File: src/design/two_sensor_tape_steering_defines.svh
// Assertion macros shared by the tape steering modules.
// Each macro expects signals named clk and rst_n in the scope of its use.
`ifndef TWO_SENSOR_TAPE_STEERING_DEFINES_SVH
`define TWO_SENSOR_TAPE_STEERING_DEFINES_SVH

// The condition c holds in the same cycle as the trigger a.
`define TST_ASSERT_IMPLY(lbl, a, c) \
  lbl: assert property (@(posedge clk) disable iff (!rst_n) (a) |-> (c)) \
    else $error("tape steering assertion failed");

// The condition c holds in the cycle after the trigger a.
`define TST_ASSERT_NEXT(lbl, a, c) \
  lbl: assert property (@(posedge clk) disable iff (!rst_n) (a) |=> (c)) \
    else $error("tape steering assertion failed");

`endif

File: src/design/tst_pkg.sv
// Types and constants of the two-sensor tape steering block.
// Used by the controller, the datapath and the top level; depends on nothing.
package tst_pkg;

  localparam int SAMPLE_BITS = 12;
  localparam int SPEED_BITS  = 8;
  localparam int HOLD_BITS   = 16;
  localparam int CFG_IDX_W   = 3;
  localparam int CFG_DATA_W  = 16;
  localparam int STEP_W      = $clog2(SAMPLE_BITS);

  // Action codes of an input item.
  localparam logic [1:0] ACT_SAMPLE = 2'd0;
  localparam logic [1:0] ACT_ROTATE = 2'd1;
  localparam logic [1:0] ACT_RESUME = 2'd2;

  // Configuration register indexes.
  localparam logic [CFG_IDX_W-1:0] REG_DIFF_THR   = 3'd0;
  localparam logic [CFG_IDX_W-1:0] REG_TAPE_THR   = 3'd1;
  localparam logic [CFG_IDX_W-1:0] REG_SPEED_LOW  = 3'd2;
  localparam logic [CFG_IDX_W-1:0] REG_SPEED_HIGH = 3'd3;
  localparam logic [CFG_IDX_W-1:0] REG_SPEED_ROT  = 3'd4;
  localparam logic [CFG_IDX_W-1:0] REG_ROT_HOLD   = 3'd5;

  // Reset values of the configuration registers.
  localparam logic [SAMPLE_BITS-1:0] DIFF_THR_RST = 12'd300;
  localparam logic [HOLD_BITS-1:0]   ROT_HOLD_RST = 16'd1000;

  typedef enum logic [1:0] {
    MODE_FOLLOW  = 2'd0,
    MODE_ROTATE  = 2'd1,
    MODE_STOPPED = 2'd2
  } mode_t;

  typedef enum logic [2:0] {
    ST_IDLE,
    ST_READ,
    ST_UPDATE,
    ST_START,
    ST_DIVIDE,
    ST_FINISH
  } ctrl_state_t;

  typedef struct packed {
    logic [1:0]             action;
    logic [SAMPLE_BITS-1:0] right_sample;
    logic [SAMPLE_BITS-1:0] left_sample;
  } in_item_t;

  typedef struct packed {
    logic [SPEED_BITS-1:0]  left_speed;
    logic [SPEED_BITS-1:0]  right_speed;
    logic                   left_reverse;
    logic                   right_reverse;
    logic                   turn_done;
    logic [1:0]             mode_now;
    logic [SAMPLE_BITS-1:0] left_average;
    logic [SAMPLE_BITS-1:0] right_average;
  } out_item_t;

  typedef struct packed {
    logic accept;
    logic mem_read;
    logic update;
    logic div_start;
    logic div_step;
    logic finish;
  } dp_cmd_t;

  typedef struct packed {
    logic div_last;
    logic out_free;
  } dp_status_t;

endpackage

File: src/design/two_sensor_tape_steering.sv
// Top level of the two-sensor tape steering block.
// Depends on tst_pkg, tst_ctrl and tst_dp.

// Each accepted item yields exactly one result. A sample pair passes from
// acceptance to a registered result in steps: read the oldest window entry,
// update the running totals, load the mean dividers, run twelve steps of the
// bit-serial dividers that share the fill count as divisor, and decide the
// drive once the result register is free. Rotate, resume and unused actions
// skip the window. One item is in work at a time; the next is accepted in the
// cycle after the result is registered, even while that result waits to be
// taken. Configuration writes take effect at once and belong to idle periods.
module two_sensor_tape_steering #(
  parameter int WINDOW_DEPTH = 16
) (
  input  logic                              clk,
  input  logic                              rst_n,
  input  logic                              cfg_we,
  input  logic [tst_pkg::CFG_IDX_W-1:0]     cfg_index,
  input  logic [tst_pkg::CFG_DATA_W-1:0]    cfg_data,
  input  logic                              in_valid,
  output logic                              in_ready,
  input  tst_pkg::in_item_t                 in_data,
  output logic                              out_valid,
  input  logic                              out_ready,
  output tst_pkg::out_item_t                out_data
);
  import tst_pkg::*;

  dp_cmd_t    cmd;
  dp_status_t status;

  tst_ctrl u_ctrl (
    .clk          (clk),
    .rst_n        (rst_n),
    .in_valid     (in_valid),
    .in_is_sample (in_data.action == ACT_SAMPLE),
    .in_ready     (in_ready),
    .cmd          (cmd),
    .status       (status)
  );

  tst_dp #(
    .WINDOW_DEPTH (WINDOW_DEPTH)
  ) u_dp (
    .clk       (clk),
    .rst_n     (rst_n),
    .cfg_we    (cfg_we),
    .cfg_index (cfg_index),
    .cfg_data  (cfg_data),
    .in_data   (in_data),
    .cmd       (cmd),
    .status    (status),
    .out_valid (out_valid),
    .out_ready (out_ready),
    .out_data  (out_data)
  );

endmodule

File: src/design/tst_ctrl.sv
// Sequencing controller of the tape steering block.
// Depends on tst_pkg and on the assertion macros of the defines header.
`include "two_sensor_tape_steering_defines.svh"

module tst_ctrl (
  input  logic                 clk,
  input  logic                 rst_n,
  input  logic                 in_valid,
  input  logic                 in_is_sample,
  output logic                 in_ready,
  output tst_pkg::dp_cmd_t     cmd,
  input  tst_pkg::dp_status_t  status
);
  import tst_pkg::*;

  ctrl_state_t state_r;
  ctrl_state_t state_nxt;

  always_ff @(posedge clk) begin
    if (!rst_n) begin
      state_r <= ST_IDLE;
    end else begin
      state_r <= state_nxt;
    end
  end

  always_comb begin
    state_nxt = state_r;
    cmd       = '0;
    in_ready  = 1'b0;
    case (state_r)
      ST_IDLE: begin
        in_ready = 1'b1;
        if (in_valid) begin
          cmd.accept = 1'b1;
          state_nxt  = in_is_sample ? ST_READ : ST_START;
        end
      end
      ST_READ: begin
        cmd.mem_read = 1'b1;
        state_nxt    = ST_UPDATE;
      end
      ST_UPDATE: begin
        cmd.update = 1'b1;
        state_nxt  = ST_START;
      end
      ST_START: begin
        cmd.div_start = 1'b1;
        state_nxt     = ST_DIVIDE;
      end
      ST_DIVIDE: begin
        cmd.div_step = 1'b1;
        if (status.div_last) begin
          state_nxt = ST_FINISH;
        end
      end
      ST_FINISH: begin
        // The result register must be empty or draining before it is loaded.
        if (status.out_free) begin
          cmd.finish = 1'b1;
          state_nxt  = ST_IDLE;
        end
      end
      default: begin
        state_nxt = ST_IDLE;
      end
    endcase
  end

  `TST_ASSERT_NEXT(a_busy_after_accept, in_valid && in_ready, !in_ready)
  `TST_ASSERT_NEXT(a_divide_ends, state_r == ST_DIVIDE && status.div_last,
                   state_r == ST_FINISH)

endmodule

File: src/design/tst_dp.sv
// Datapath of the tape steering block: sample windows, running totals,
// serial mean dividers, drive mode state and the result register.
// Depends on tst_pkg and on the assertion macros of the defines header.
`include "two_sensor_tape_steering_defines.svh"

module tst_dp #(
  parameter int WINDOW_DEPTH = 16
) (
  input  logic                              clk,
  input  logic                              rst_n,
  input  logic                              cfg_we,
  input  logic [tst_pkg::CFG_IDX_W-1:0]     cfg_index,
  input  logic [tst_pkg::CFG_DATA_W-1:0]    cfg_data,
  input  tst_pkg::in_item_t                 in_data,
  input  tst_pkg::dp_cmd_t                  cmd,
  output tst_pkg::dp_status_t               status,
  output logic                              out_valid,
  input  logic                              out_ready,
  output tst_pkg::out_item_t                out_data
);
  import tst_pkg::*;

  localparam int CW = $clog2(WINDOW_DEPTH + 1);
  localparam int SW = (WINDOW_DEPTH > 1) ? $clog2(WINDOW_DEPTH) : 1;
  localparam int TW = SAMPLE_BITS + CW;

  // One restoring division step: returns the quotient bit and the new remainder.
  function automatic logic [CW:0] div_step(input logic [CW-1:0] rem,
                                           input logic          din,
                                           input logic [CW-1:0] dsr);
    logic [CW:0] trial;
    trial = {rem, din};
    if (trial >= {1'b0, dsr}) begin
      return {1'b1, CW'(trial - {1'b0, dsr})};
    end else begin
      return {1'b0, trial[CW-1:0]};
    end
  endfunction

  logic [SAMPLE_BITS-1:0] diff_thr_r;
  logic [SAMPLE_BITS-1:0] tape_thr_r;
  logic [SPEED_BITS-1:0]  speed_low_r;
  logic [SPEED_BITS-1:0]  speed_high_r;
  logic [SPEED_BITS-1:0]  speed_rot_r;
  logic [HOLD_BITS-1:0]   rot_hold_r;

  in_item_t item_r;

  logic [2*SAMPLE_BITS-1:0] mem [0:WINDOW_DEPTH-1];
  logic [2*SAMPLE_BITS-1:0] rd_r;

  logic [SW-1:0] slot_r;
  logic [CW-1:0] fill_r;
  logic [TW-1:0] ltot_r;
  logic [TW-1:0] rtot_r;
  logic [TW-1:0] ltot_nxt;
  logic [TW-1:0] rtot_nxt;
  logic          full;

  logic [CW-1:0]          lrem_r;
  logic [CW-1:0]          rrem_r;
  logic [SAMPLE_BITS-1:0] llo_r;
  logic [SAMPLE_BITS-1:0] rlo_r;
  logic [SAMPLE_BITS-1:0] lquo_r;
  logic [SAMPLE_BITS-1:0] rquo_r;
  logic [STEP_W-1:0]      step_r;
  logic [CW:0]            lstep;
  logic [CW:0]            rstep;

  mode_t                mode_r;
  mode_t                mode_nxt;
  mode_t                mode_eff;
  logic [HOLD_BITS-1:0] hold_r;
  logic [HOLD_BITS-1:0] hold_nxt;
  logic [HOLD_BITS-1:0] hold_eff;

  logic [SAMPLE_BITS-1:0] lmean;
  logic [SAMPLE_BITS-1:0] rmean;
  logic [SPEED_BITS-1:0]  lspeed;
  logic [SPEED_BITS-1:0]  rspeed;
  logic                   lrev;
  logic                   done;

  logic      out_valid_r;
  out_item_t out_r;

  // Configuration registers.
  always_ff @(posedge clk) begin
    if (!rst_n) begin
      diff_thr_r   <= DIFF_THR_RST;
      tape_thr_r   <= '0;
      speed_low_r  <= '0;
      speed_high_r <= '0;
      speed_rot_r  <= '0;
      rot_hold_r   <= ROT_HOLD_RST;
    end else if (cfg_we) begin
      case (cfg_index)
        REG_DIFF_THR:   diff_thr_r   <= cfg_data[SAMPLE_BITS-1:0];
        REG_TAPE_THR:   tape_thr_r   <= cfg_data[SAMPLE_BITS-1:0];
        REG_SPEED_LOW:  speed_low_r  <= cfg_data[SPEED_BITS-1:0];
        REG_SPEED_HIGH: speed_high_r <= cfg_data[SPEED_BITS-1:0];
        REG_SPEED_ROT:  speed_rot_r  <= cfg_data[SPEED_BITS-1:0];
        REG_ROT_HOLD:   rot_hold_r   <= cfg_data[HOLD_BITS-1:0];
        default: ;
      endcase
    end
  end

  always_ff @(posedge clk) begin
    if (cmd.accept) begin
      item_r <= in_data;
    end
  end

  // Window memory: both channels share one word per slot.
  always_ff @(posedge clk) begin
    if (cmd.mem_read) begin
      rd_r <= mem[slot_r];
    end
    if (cmd.update) begin
      mem[slot_r] <= {item_r.left_sample, item_r.right_sample};
    end
  end

  assign full = (fill_r == CW'(WINDOW_DEPTH));

  // Once the window is full, the oldest entry leaves the total.
  always_comb begin
    if (full) begin
      ltot_nxt = ltot_r - TW'(rd_r[2*SAMPLE_BITS-1:SAMPLE_BITS])
                 + TW'(item_r.left_sample);
      rtot_nxt = rtot_r - TW'(rd_r[SAMPLE_BITS-1:0]) + TW'(item_r.right_sample);
    end else begin
      ltot_nxt = ltot_r + TW'(item_r.left_sample);
      rtot_nxt = rtot_r + TW'(item_r.right_sample);
    end
  end

  always_ff @(posedge clk) begin
    if (!rst_n) begin
      slot_r <= '0;
      fill_r <= '0;
      ltot_r <= '0;
      rtot_r <= '0;
    end else if (cmd.update) begin
      ltot_r <= ltot_nxt;
      rtot_r <= rtot_nxt;
      slot_r <= (slot_r == SW'(WINDOW_DEPTH - 1)) ? '0 : slot_r + 1'b1;
      if (!full) begin
        fill_r <= fill_r + 1'b1;
      end
    end
  end

  // The mean never exceeds the largest sample, so the upper bits of a total
  // are always below the fill count and seed the remainder directly.
  assign lstep = div_step(lrem_r, llo_r[SAMPLE_BITS-1], fill_r);
  assign rstep = div_step(rrem_r, rlo_r[SAMPLE_BITS-1], fill_r);

  always_ff @(posedge clk) begin
    if (cmd.div_start) begin
      lrem_r <= ltot_r[TW-1:SAMPLE_BITS];
      rrem_r <= rtot_r[TW-1:SAMPLE_BITS];
      llo_r  <= ltot_r[SAMPLE_BITS-1:0];
      rlo_r  <= rtot_r[SAMPLE_BITS-1:0];
      step_r <= '0;
    end else if (cmd.div_step) begin
      lrem_r <= lstep[CW-1:0];
      rrem_r <= rstep[CW-1:0];
      llo_r  <= {llo_r[SAMPLE_BITS-2:0], 1'b0};
      rlo_r  <= {rlo_r[SAMPLE_BITS-2:0], 1'b0};
      lquo_r <= {lquo_r[SAMPLE_BITS-2:0], lstep[CW]};
      rquo_r <= {rquo_r[SAMPLE_BITS-2:0], rstep[CW]};
      step_r <= step_r + 1'b1;
    end
  end

  assign status.div_last = (step_r == STEP_W'(SAMPLE_BITS - 1));
  assign status.out_free = !out_valid_r || out_ready;

  // Empty windows read as a mean of zero.
  assign lmean = (fill_r == '0) ? '0 : lquo_r;
  assign rmean = (fill_r == '0) ? '0 : rquo_r;

  // Mode update and drive decision for the item in hand.
  always_comb begin
    mode_eff = mode_r;
    hold_eff = hold_r;
    case (item_r.action)
      ACT_ROTATE: begin
        mode_eff = MODE_ROTATE;
        hold_eff = rot_hold_r;
      end
      ACT_RESUME: begin
        mode_eff = MODE_FOLLOW;
      end
      default: ;
    endcase

    mode_nxt = mode_eff;
    hold_nxt = hold_eff;
    lspeed   = '0;
    rspeed   = '0;
    lrev     = 1'b0;
    done     = 1'b0;
    case (mode_eff)
      MODE_FOLLOW: begin
        if ({1'b0, rmean} > ({1'b0, lmean} + {1'b0, diff_thr_r})) begin
          lspeed = speed_low_r;
          rspeed = speed_high_r;
        end else if ({1'b0, lmean} > ({1'b0, rmean} + {1'b0, diff_thr_r})) begin
          lspeed = speed_high_r;
          rspeed = speed_low_r;
        end else begin
          lspeed = speed_high_r;
          rspeed = speed_high_r;
        end
      end
      MODE_ROTATE: begin
        if (item_r.action == ACT_SAMPLE && hold_eff != '0) begin
          hold_nxt = hold_eff - 1'b1;
        end else if (item_r.action == ACT_SAMPLE && rmean > tape_thr_r &&
                     lmean > tape_thr_r) begin
          mode_nxt = MODE_STOPPED;
          done     = 1'b1;
        end
        if (!done) begin
          lspeed = speed_rot_r;
          rspeed = speed_rot_r;
          lrev   = 1'b1;
        end
      end
      MODE_STOPPED: ;
      default: ;
    endcase
  end

  always_ff @(posedge clk) begin
    if (!rst_n) begin
      mode_r <= MODE_FOLLOW;
      hold_r <= '0;
    end else if (cmd.finish) begin
      mode_r <= mode_nxt;
      hold_r <= hold_nxt;
    end
  end

  always_ff @(posedge clk) begin
    if (!rst_n) begin
      out_valid_r <= 1'b0;
    end else if (cmd.finish) begin
      out_valid_r <= 1'b1;
    end else if (out_ready) begin
      out_valid_r <= 1'b0;
    end
  end

  always_ff @(posedge clk) begin
    if (cmd.finish) begin
      out_r.left_speed    <= lspeed;
      out_r.right_speed   <= rspeed;
      out_r.left_reverse  <= lrev;
      out_r.right_reverse <= 1'b0;
      out_r.turn_done     <= done;
      out_r.mode_now      <= mode_nxt;
      out_r.left_average  <= lmean;
      out_r.right_average <= rmean;
    end
  end

  assign out_valid = out_valid_r;
  assign out_data  = out_r;

  `TST_ASSERT_IMPLY(a_fill_bound, 1'b1, fill_r <= CW'(WINDOW_DEPTH))
  `TST_ASSERT_IMPLY(a_done_stops, out_valid_r && out_r.turn_done,
                    out_r.mode_now == MODE_STOPPED && out_r.left_speed == '0 &&
                    out_r.right_speed == '0 && !out_r.left_reverse)
  `TST_ASSERT_NEXT(a_finish_loads, cmd.finish, out_valid_r)

endmodule

File: config.mk
export PLATFORM = sky130hd
export DESIGN_NAME = two_sensor_tape_steering
export DESIGN_NICKNAME = d
export VERILOG_FILES = /design/src/design/tst_pkg.sv /design/src/design/two_sensor_tape_steering.sv /design/src/design/tst_ctrl.sv /design/src/design/tst_dp.sv
export VERILOG_INCLUDE_DIRS = /design/src /design/src/design
export SDC_FILE = /design/constraint.sdc
export NUM_CORES = 1
export LEC_CHECK = 0
export BUFFER_PORTS_ARGS = -buffer_cell sky130_fd_sc_hd__buf_2
export CAP_MARGIN = 20
export CORE_UTILIZATION = 65
export DETAILED_ROUTE_END_ITERATION = 7
export GPL_ROUTABILITY_DRIVEN = 0
export HOLD_SLACK_MARGIN = 0.05
export PLACE_DENSITY = 0.95
export SYNTH_ARGS = -nofsm -noshare
export SYNTH_HDL_FRONTEND = slang
export SYNTH_SLANG_ARGS = --single-unit
File: constraint.sdc
create_clock -name clk -period 9.4 [get_ports clk]
set_clock_uncertainty 0.1 [all_clocks]
set_input_delay 0.94 -clock clk [delete_from_list [all_inputs] [get_ports clk]]
set_output_delay 0.94 -clock clk [all_outputs]
set_load 0.05 [all_outputs]
==> results of run 1 <==
==> cell families after synthesis <==
family,Yosys count,synth area share (%)
fa+ha+maj,179,7.55
xor+xnor,91,2.47
compound gates,462,9.72
mux,157,9.54
simple gates,654,9.44
buf+inv,271,3.21
other cells,1,0.0116
flops,669,58.1
==> through the flow <==
step	instance area, um^2	setup slack (ps)
4_1_cts	35700	2690
3_3_place_gp	33500	3130
3_5_place_dp	33500	2720
6_report	35800	2610
2_1_floorplan	32300	3500
5_1_grt	35800	2270
==> final cells by class <==
cell class	count	area share, %
clock inverter	30	0.945
timing repair buffer	132	2.23
tap	664	2.32
multi-input combinational	1544	35.2
clock buffer	90	5.10
inverter	166	1.74
sequential	669	52.5
==> power by group through the flow <==
stage               sequential [mW]  combinational (mW)  clock [mW]
floorplan                      3.70                1.90           0
global placement               3.77                2.28           0
detailed placement             3.80                2.45           0
CTS                            3.75                2.55        2.69
global route                   3.78                2.82        2.79
finish                         3.76                2.64        2.68
==> worst min path at each step <==
| stage | end | slack (ps) | cells after the start |
|---|---|---|---|
| 2_1_floorplan | u_dp.lquo_r[10] | 320 | 0 |
| 6_report | u_dp.lquo_r[11] | 340 | 0 |
| 3_5_place_dp | u_dp.lquo_r[11] | 330 | 0 |
| 4_1_cts | u_dp.lquo_r[11] | 350 | 0 |
| 3_3_place_gp | u_dp.rquo_r[11] | 320 | 0 |
| 5_1_grt | u_dp.lquo_r[4] | 350 | 0 |
==> sequential cells by signal, indices dropped and copies added, names as in the netlist, 16 cells and up <==
| signal | cells |
|---|---|
| u_dp.hold_r | 16 |
| u_dp.item_r | 26 |
| u_dp.ltot_r | 17 |
| u_dp.mem | 384 |
| u_dp.out_data | 44 |
| u_dp.rd_r | 24 |
| u_dp.rot_hold_r | 16 |
| u_dp.rtot_r | 17 |
==> critical path, cell delays in order (launching register included) <==
cell	delay, ps
dfxtp_1	390
inv_1	140
ha_1	220
or4b_4	670
and2_1	300
ha_1	300
a21o_1	230
a31oi_1	250
nor3b_1	100
o211ai_1	170
a21boi_0	170
o21a_1	230
o21a_1	180
o41ai_1	360
xor2_1	120
ha_1	320
and3_1	190
and3_1	250
nand2_1	100
a221o_2	310
nand2_1	110
a211oi_4	100
o41ai_4	770
mux2i_1	330
o21ai_1	100
==> cell usage in the layout (no fill, tap or decap), types with 7 or more instances in the layout <==
master,count
nor2_2,12
buf_4,34
nor4_1,7
clkbuf_16,68
a211oi_1,12
ha_1,142
fa_1,29
nand2_1,302
buf_2,95
nor3_1,32
o21ai_0,104
nor2b_1,27
o211a_1,7
xor2_1,41
a31oi_1,15
o211ai_1,18
a21oi_1,92
maj3_1,8
or3_1,8
nand4_1,8
a21o_1,24
edfxtp_1,536
dfxtp_1,130
and2_1,37
nor2_1,96
nand3_1,45
mux4_2,120
o311a_1,10
clkinv_2,11
inv_1,165
mux2i_1,31
o21a_1,24
xnor2_1,50
clkbuf_1,18
a21boi_0,69
nand2b_1,17
and3_1,18
nor3b_1,7
==> per-layer routing <==
metal  global-route usage (%)  vias to the layer above  part of all wire [%]
met2                     57.6                     1770                    49
met3                     6.38                      433                    10
met4                     19.8                        0                   6.3
met5                        0                        -                     0
li1                         -                     9416                     -
met1                     41.9                    10760                    34
==> metrics, run 1 <==
status complete, no violations; Mapped Nets between 2000 and 3000; combinational power share 29.1%; Post-synth EDFFs roughly 540; hold_sp u_dp.lquo_r[10]; Tcrit/Tclk final 72.3%; initial antenna violation count 1; CTS clk-pin slew, worst paths 60 ps; I/O Buffers 95; Antenna diodes 0; post-DP HPWL 49800 um; RSZ-0062 raised after global routing no; Initial Util 66.0%; worst slew pin tran around 1100 ps; warnings from Yosys 0; start point of the critical path u_dp.fill_r[1]; most frequent cell after synthesis edfxtp_1; CTS tree built; GRT Residual Overflow 0; Sink Count 669; Final Hold Viols 0; Setup crit end kind register; CTS max path bufs 3; end of the critical path u_dp.out_data[30]; maxcap violations 0; first-pass GRT wire length 129000 um; PostCTS Resize Cnt 0; Leak 13.0 nW; cell taking the most area after synthesis edfxtp_1; nets@finish between 2000 and 3000; switch share 33.1%; final setup vio count 0; via count 22379; total setup buffers inserted after CTS 0; Clock power frac between 20% and 30%; R2R Setup Slk 2610 ps; core box area 49000 um^2; FF-to-FF Start u_dp.fill_r[1]; fin crit period 6790 ps; Synth cell types 86; largest net degree at the start of global routing 121; per-cell routed wire length between 20 and 30 um; Max IR drop VDD between 0.2 and 0.25 mV; fin. max-slew vios 0; Synth area leaders edfxtp_1, mux4_2, dfxtp_1, ha_1, nand2_1; DIE AREA 50600 um^2; Avg Vias per Cell 6.79; H-tree Lvls 3; CP required approximately 9700 ps; Avg Cell Area, Syn 13.0 um^2; total power 9.08 mW; asr flop ratio synth 0%; GRT Resource Usage Total 34.3%; layout cells sized above 1 around 15%; Achievable Freq between 100 and 150 MHz; # hold bufs at CTS 0; NetSw 3.00 mW; filler cell count in the final layout about 2700; Clock Root Buffer clkbuf_16; final antenna-violating net count 0; top post-synthesis cells by count edfxtp_1, nand2_1, inv_1; top-area cell type share of the netlist area 49.8%; die width roughly 220 um; Area Overhead vs Synth 10.7%; Power per Cell Area around 250 nW/um^2; area taken by multi-input logic gates around 13000 um^2; final setup TNS 0 ps; Final Instance Count excl. Fillers approximately 3300; Rows 81; I/O Pins 97; Critical Path AT 7070 ps; Max-slew headroom 25.6%; Hold Path Class reg -> reg; Post-Place Cells about 3200; worst-skew pair later-pin latency 630 ps; Internal a little over 6 mW; Startpoint Class register; sequential cell area 18800 um^2; total wire length 86100 um; number of global-route vias before repair between 20000 and 25000; Core Util, Final 73.0%; sequential power share 41.4%; Synth Flop Type edfxtp_1; Worst Reg-to-Reg Cells 24; Detailed Route Iter0 Violations 2956; post-synthesis sequential area ratio 58.1%; die height 225 um; synthesized instance count 2484; Detailed Routing Iterations Pass 1 6; # DRC 0; WHS 344 ps; clock buffer count from CTS 68; Crit Path Class reg -> reg; Post-Syn Area 32300 um^2; number of register bits inferred by synthesis 669; R2R Path End u_dp.out_data[30]; crit path max fanout 31
(Power assumes the default switching activity.)
==> inputs of run 2 (changes only) <==
--- a/config.mk
+++ b/config.mk
@@ -6,13 +6,14 @@
 export SDC_FILE = /design/constraint.sdc
 export NUM_CORES = 1
 export LEC_CHECK = 0
+export ABC_AREA = 1
 export BUFFER_PORTS_ARGS = -buffer_cell sky130_fd_sc_hd__buf_2
 export CAP_MARGIN = 20
-export CORE_UTILIZATION = 65
+export CORE_UTILIZATION = 57
 export DETAILED_ROUTE_END_ITERATION = 7
 export GPL_ROUTABILITY_DRIVEN = 0
 export HOLD_SLACK_MARGIN = 0.05
-export PLACE_DENSITY = 0.95
+export PLACE_DENSITY = 0.89
 export SYNTH_ARGS = -nofsm -noshare
 export SYNTH_HDL_FRONTEND = slang
 export SYNTH_SLANG_ARGS = --single-unit
==> constraint.sdc (replaced) <==
create_clock -name clk -period 6.1 [get_ports clk]
set_clock_uncertainty 0.1 [all_clocks]
set_input_delay 0.61 -clock clk [delete_from_list [all_inputs] [get_ports clk]]
set_output_delay 0.61 -clock clk [all_outputs]
set_load 0.05 [all_outputs]
==> metrics, run 2 <==
maxcap violations 0 (unchanged); post-synthesis sequential area ratio 58.4% (+0.37 points); Sink Count 669 (unchanged); violated checks design-rule violations; Startpoint Class register; first-pass GRT wire length 129000 um (about the same); GRT Resource Usage Total 28.9% (-5.4 points); H-tree Lvls 3 (unchanged); CP required 6380 ps (-3290 ps); Final Instance Count excl. Fillers 4121 (+25%); top-area cell type share of the netlist area 50.2% (+0.32 points); most frequent CP cell nand2_1; layout cells sized above 1 9.16% (-6.3 points); filler cell count in the final layout 3843 (+41%); warnings from Yosys 0 (unchanged); DIE AREA 57300 um^2 (+13%); Power per Cell Area 499 nW/um^2 (+97%); WHS 80.4 ps (-263 ps); fin. max-slew vios 0 (unchanged); FF-to-FF Start u_dp.fill_r[1]; PostCTS Resize Cnt 0 (unchanged); Clock Root Buffer clkbuf_16; asr flop ratio synth 0% (unchanged); CTS tree built; Initial Util 57.9% (-8.1 points); total wire length 83400 um (-3.1%); Hold Path Class in -> reg; fin crit period 4870 ps (-1930 ps); GRT Residual Overflow 0 (unchanged); synthesized instance count 3209 (+29%); CTS clk-pin slew, worst paths 60 ps (about the same); Post-synth EDFFs 536 (unchanged); status complete, but fails checks; post-DP HPWL 48500 um (-2.6%); total setup buffers inserted after CTS 0 (unchanged); Post-Place Cells 3962 (+25%); # DRC 1 (+1); core box area 55400 um^2 (+13%); most common cell after layout, fill and taps aside edfxtp_1; # hold bufs at CTS 21 (+21); RSZ-0062 raised after global routing no; Achievable Freq 205 MHz (+40%); number of register bits inferred by synthesis 669 (unchanged); nets@finish 3536 (+26%); Setup crit end kind register; per-cell routed wire length 20.2 um (-23%); Avg Cell Area, Syn 10.0 um^2 (-23%); Synth Flop Type edfxtp_1; Placed Area 33400 um^2 (-0.50%); worst-skew pair later-pin latency 640 ps (about the same); Area Overhead vs Synth 12.1%; Slowest-stage cell, CP dfxtp_1; end of the critical path u_dp.out_data[38]; Detailed Routing Iterations Pass 1 8 (+2); via count 25374 (+13%); Synth area leaders edfxtp_1, dfxtp_1, o21ai_0, ha_1, nand2_1; cell taking the most area after synthesis edfxtp_1; post-route cell area 36000 um^2 (+0.65%); clock buffer count from CTS 71 (+4.4%); Crit Path Class reg -> reg; I/O Buffers 95 (unchanged); crit path max fanout 27 (-13%); top post-synthesis cells by count edfxtp_1, nand2_1, o21ai_0; R2R Setup Slk 1230 ps (-1370 ps); I/O Pins 97 (unchanged); final setup vio count 0 (unchanged); Max IR drop VDD 0.434 mV (+110%); Synth cell types 53 (-38%); commonest non-fill, non-tap cells in the layout edfxtp_1, nand2_1, o21ai_0, inv_1, nor2_1; final antenna-violating net count 0 (unchanged); worst slew pin tran 1090 ps (-20.5 ps); Detailed Route Iter0 Violations 3253 (+10%); Leak 14.6 nW (+13%); largest net degree at the start of global routing 148 (+22%); Tcrit/Tclk final 79.8% (+7.5 points); start point of the critical path u_dp.fill_r[1]; number of global-route vias before repair 24447 (+10%); die width 239 um (+6.4%); Rows 86 (+6.2%); Core Util, Final 64.9% (-8.1 points); most frequent cell after synthesis edfxtp_1; Avg Vias per Cell 6.16 (-9.3%); CTS max path bufs 3 (unchanged); Biggest register u_dp.mem; Antenna diodes 0 (unchanged); die height 239 um (+6.4%); max reg flops 384 (unchanged); R2R Path End u_dp.out_data[38]; Critical Path AT 5150 ps (-1920 ps); Final Hold Viols 0 (unchanged); CP max stage delay 460 ps (-310 ps); Mapped Nets 3430 (+27%); final setup TNS 0 ps (unchanged); Post-Syn Area 32100 um^2 (-0.64%); initial antenna violation count 1 (unchanged); Worst Reg-to-Reg Cells 28 (+17%); Max-slew headroom 27.3% (+1.7 points)
==> run 2: how the worst min path moves through the flow <==
stage | endpoint | startpoint | cells after the start | slack [ps]
after floorplan | u_dp.lquo_r[10] | u_dp.lquo_r[9] | 0 | 330
after detailed placement | u_dp.lquo_r[4] | u_dp.lquo_r[3] | 0 | 340
after global routing | u_dp.item_r[11] | in_data[11] | 1 | 70
final | u_dp.item_r[11] | in_data[11] | 1 | 80
after CTS | u_dp.item_r[11] | in_data[11] | 1 | 50
after global placement | u_dp.lquo_r[6] | u_dp.lquo_r[5] | 0 | 330
==> run 2: kinds of logic after synthesis <==
kind of cell             synth area share, %
AND/OR/NAND/NOR                         13.6
multiplexers                          0.0624
adder cells (fa/ha/maj)                 7.35
XOR/XNOR                                1.45
other                                 0.0117
buffers and inverters                   5.98
AO/OA/AOI/OAI                           13.1
flip-flops                              58.4
==> run 2: layer usage <==
layer | global-route usage, % | wire length [um]
met1 | 36.2 | 30600
met2 | 47.3 | 40100
met5 | 0 | 18
met3 | 6.23 | 8960
met4 | 15.1 | 3710
==> run 2: worst max-delay path, delay by kind of cell, from the launching register on <==
kind / cells / cell delay [ps]
xor+xnor: 1 / 120
simple gates: 17 / 2150
flops: 1 / 460
buf+inv: 4 / 440
compound gates: 3 / 550
fa+ha+maj: 3 / 790
==> run 2: layout make-up <==
type / instances / area [um^2] / area share, %
Sequential cell: 669 / 18800 / 52.1
Multi-Input combinational cell: 2040 / 11500 / 31.9
Clock buffer: 88 / 1910 / 5.32
Inverter: 373 / 1400 / 3.90
Timing Repair Buffer: 160 / 1090 / 3.02
Tap cell: 748 / 936 / 2.60
Clock inverter: 43 / 403 / 1.12
==> run 2: stage by stage <==
step,power (mW),worst slack [ps]
after floorplan,11.6,1930
after detailed placement,13.4,1380
after global placement,13.0,1550
after global routing,19.0,759
after CTS,17.7,1320
final,18.0,1230
==> run 2: power by group <==
group | internal, mW | total (mW) | switching, mW
Sequential | 5.87 | 6.43 | 0.564
Clock | 2.43 | 4.29 | 1.86
Combinational | 2.41 | 7.24 | 4.83
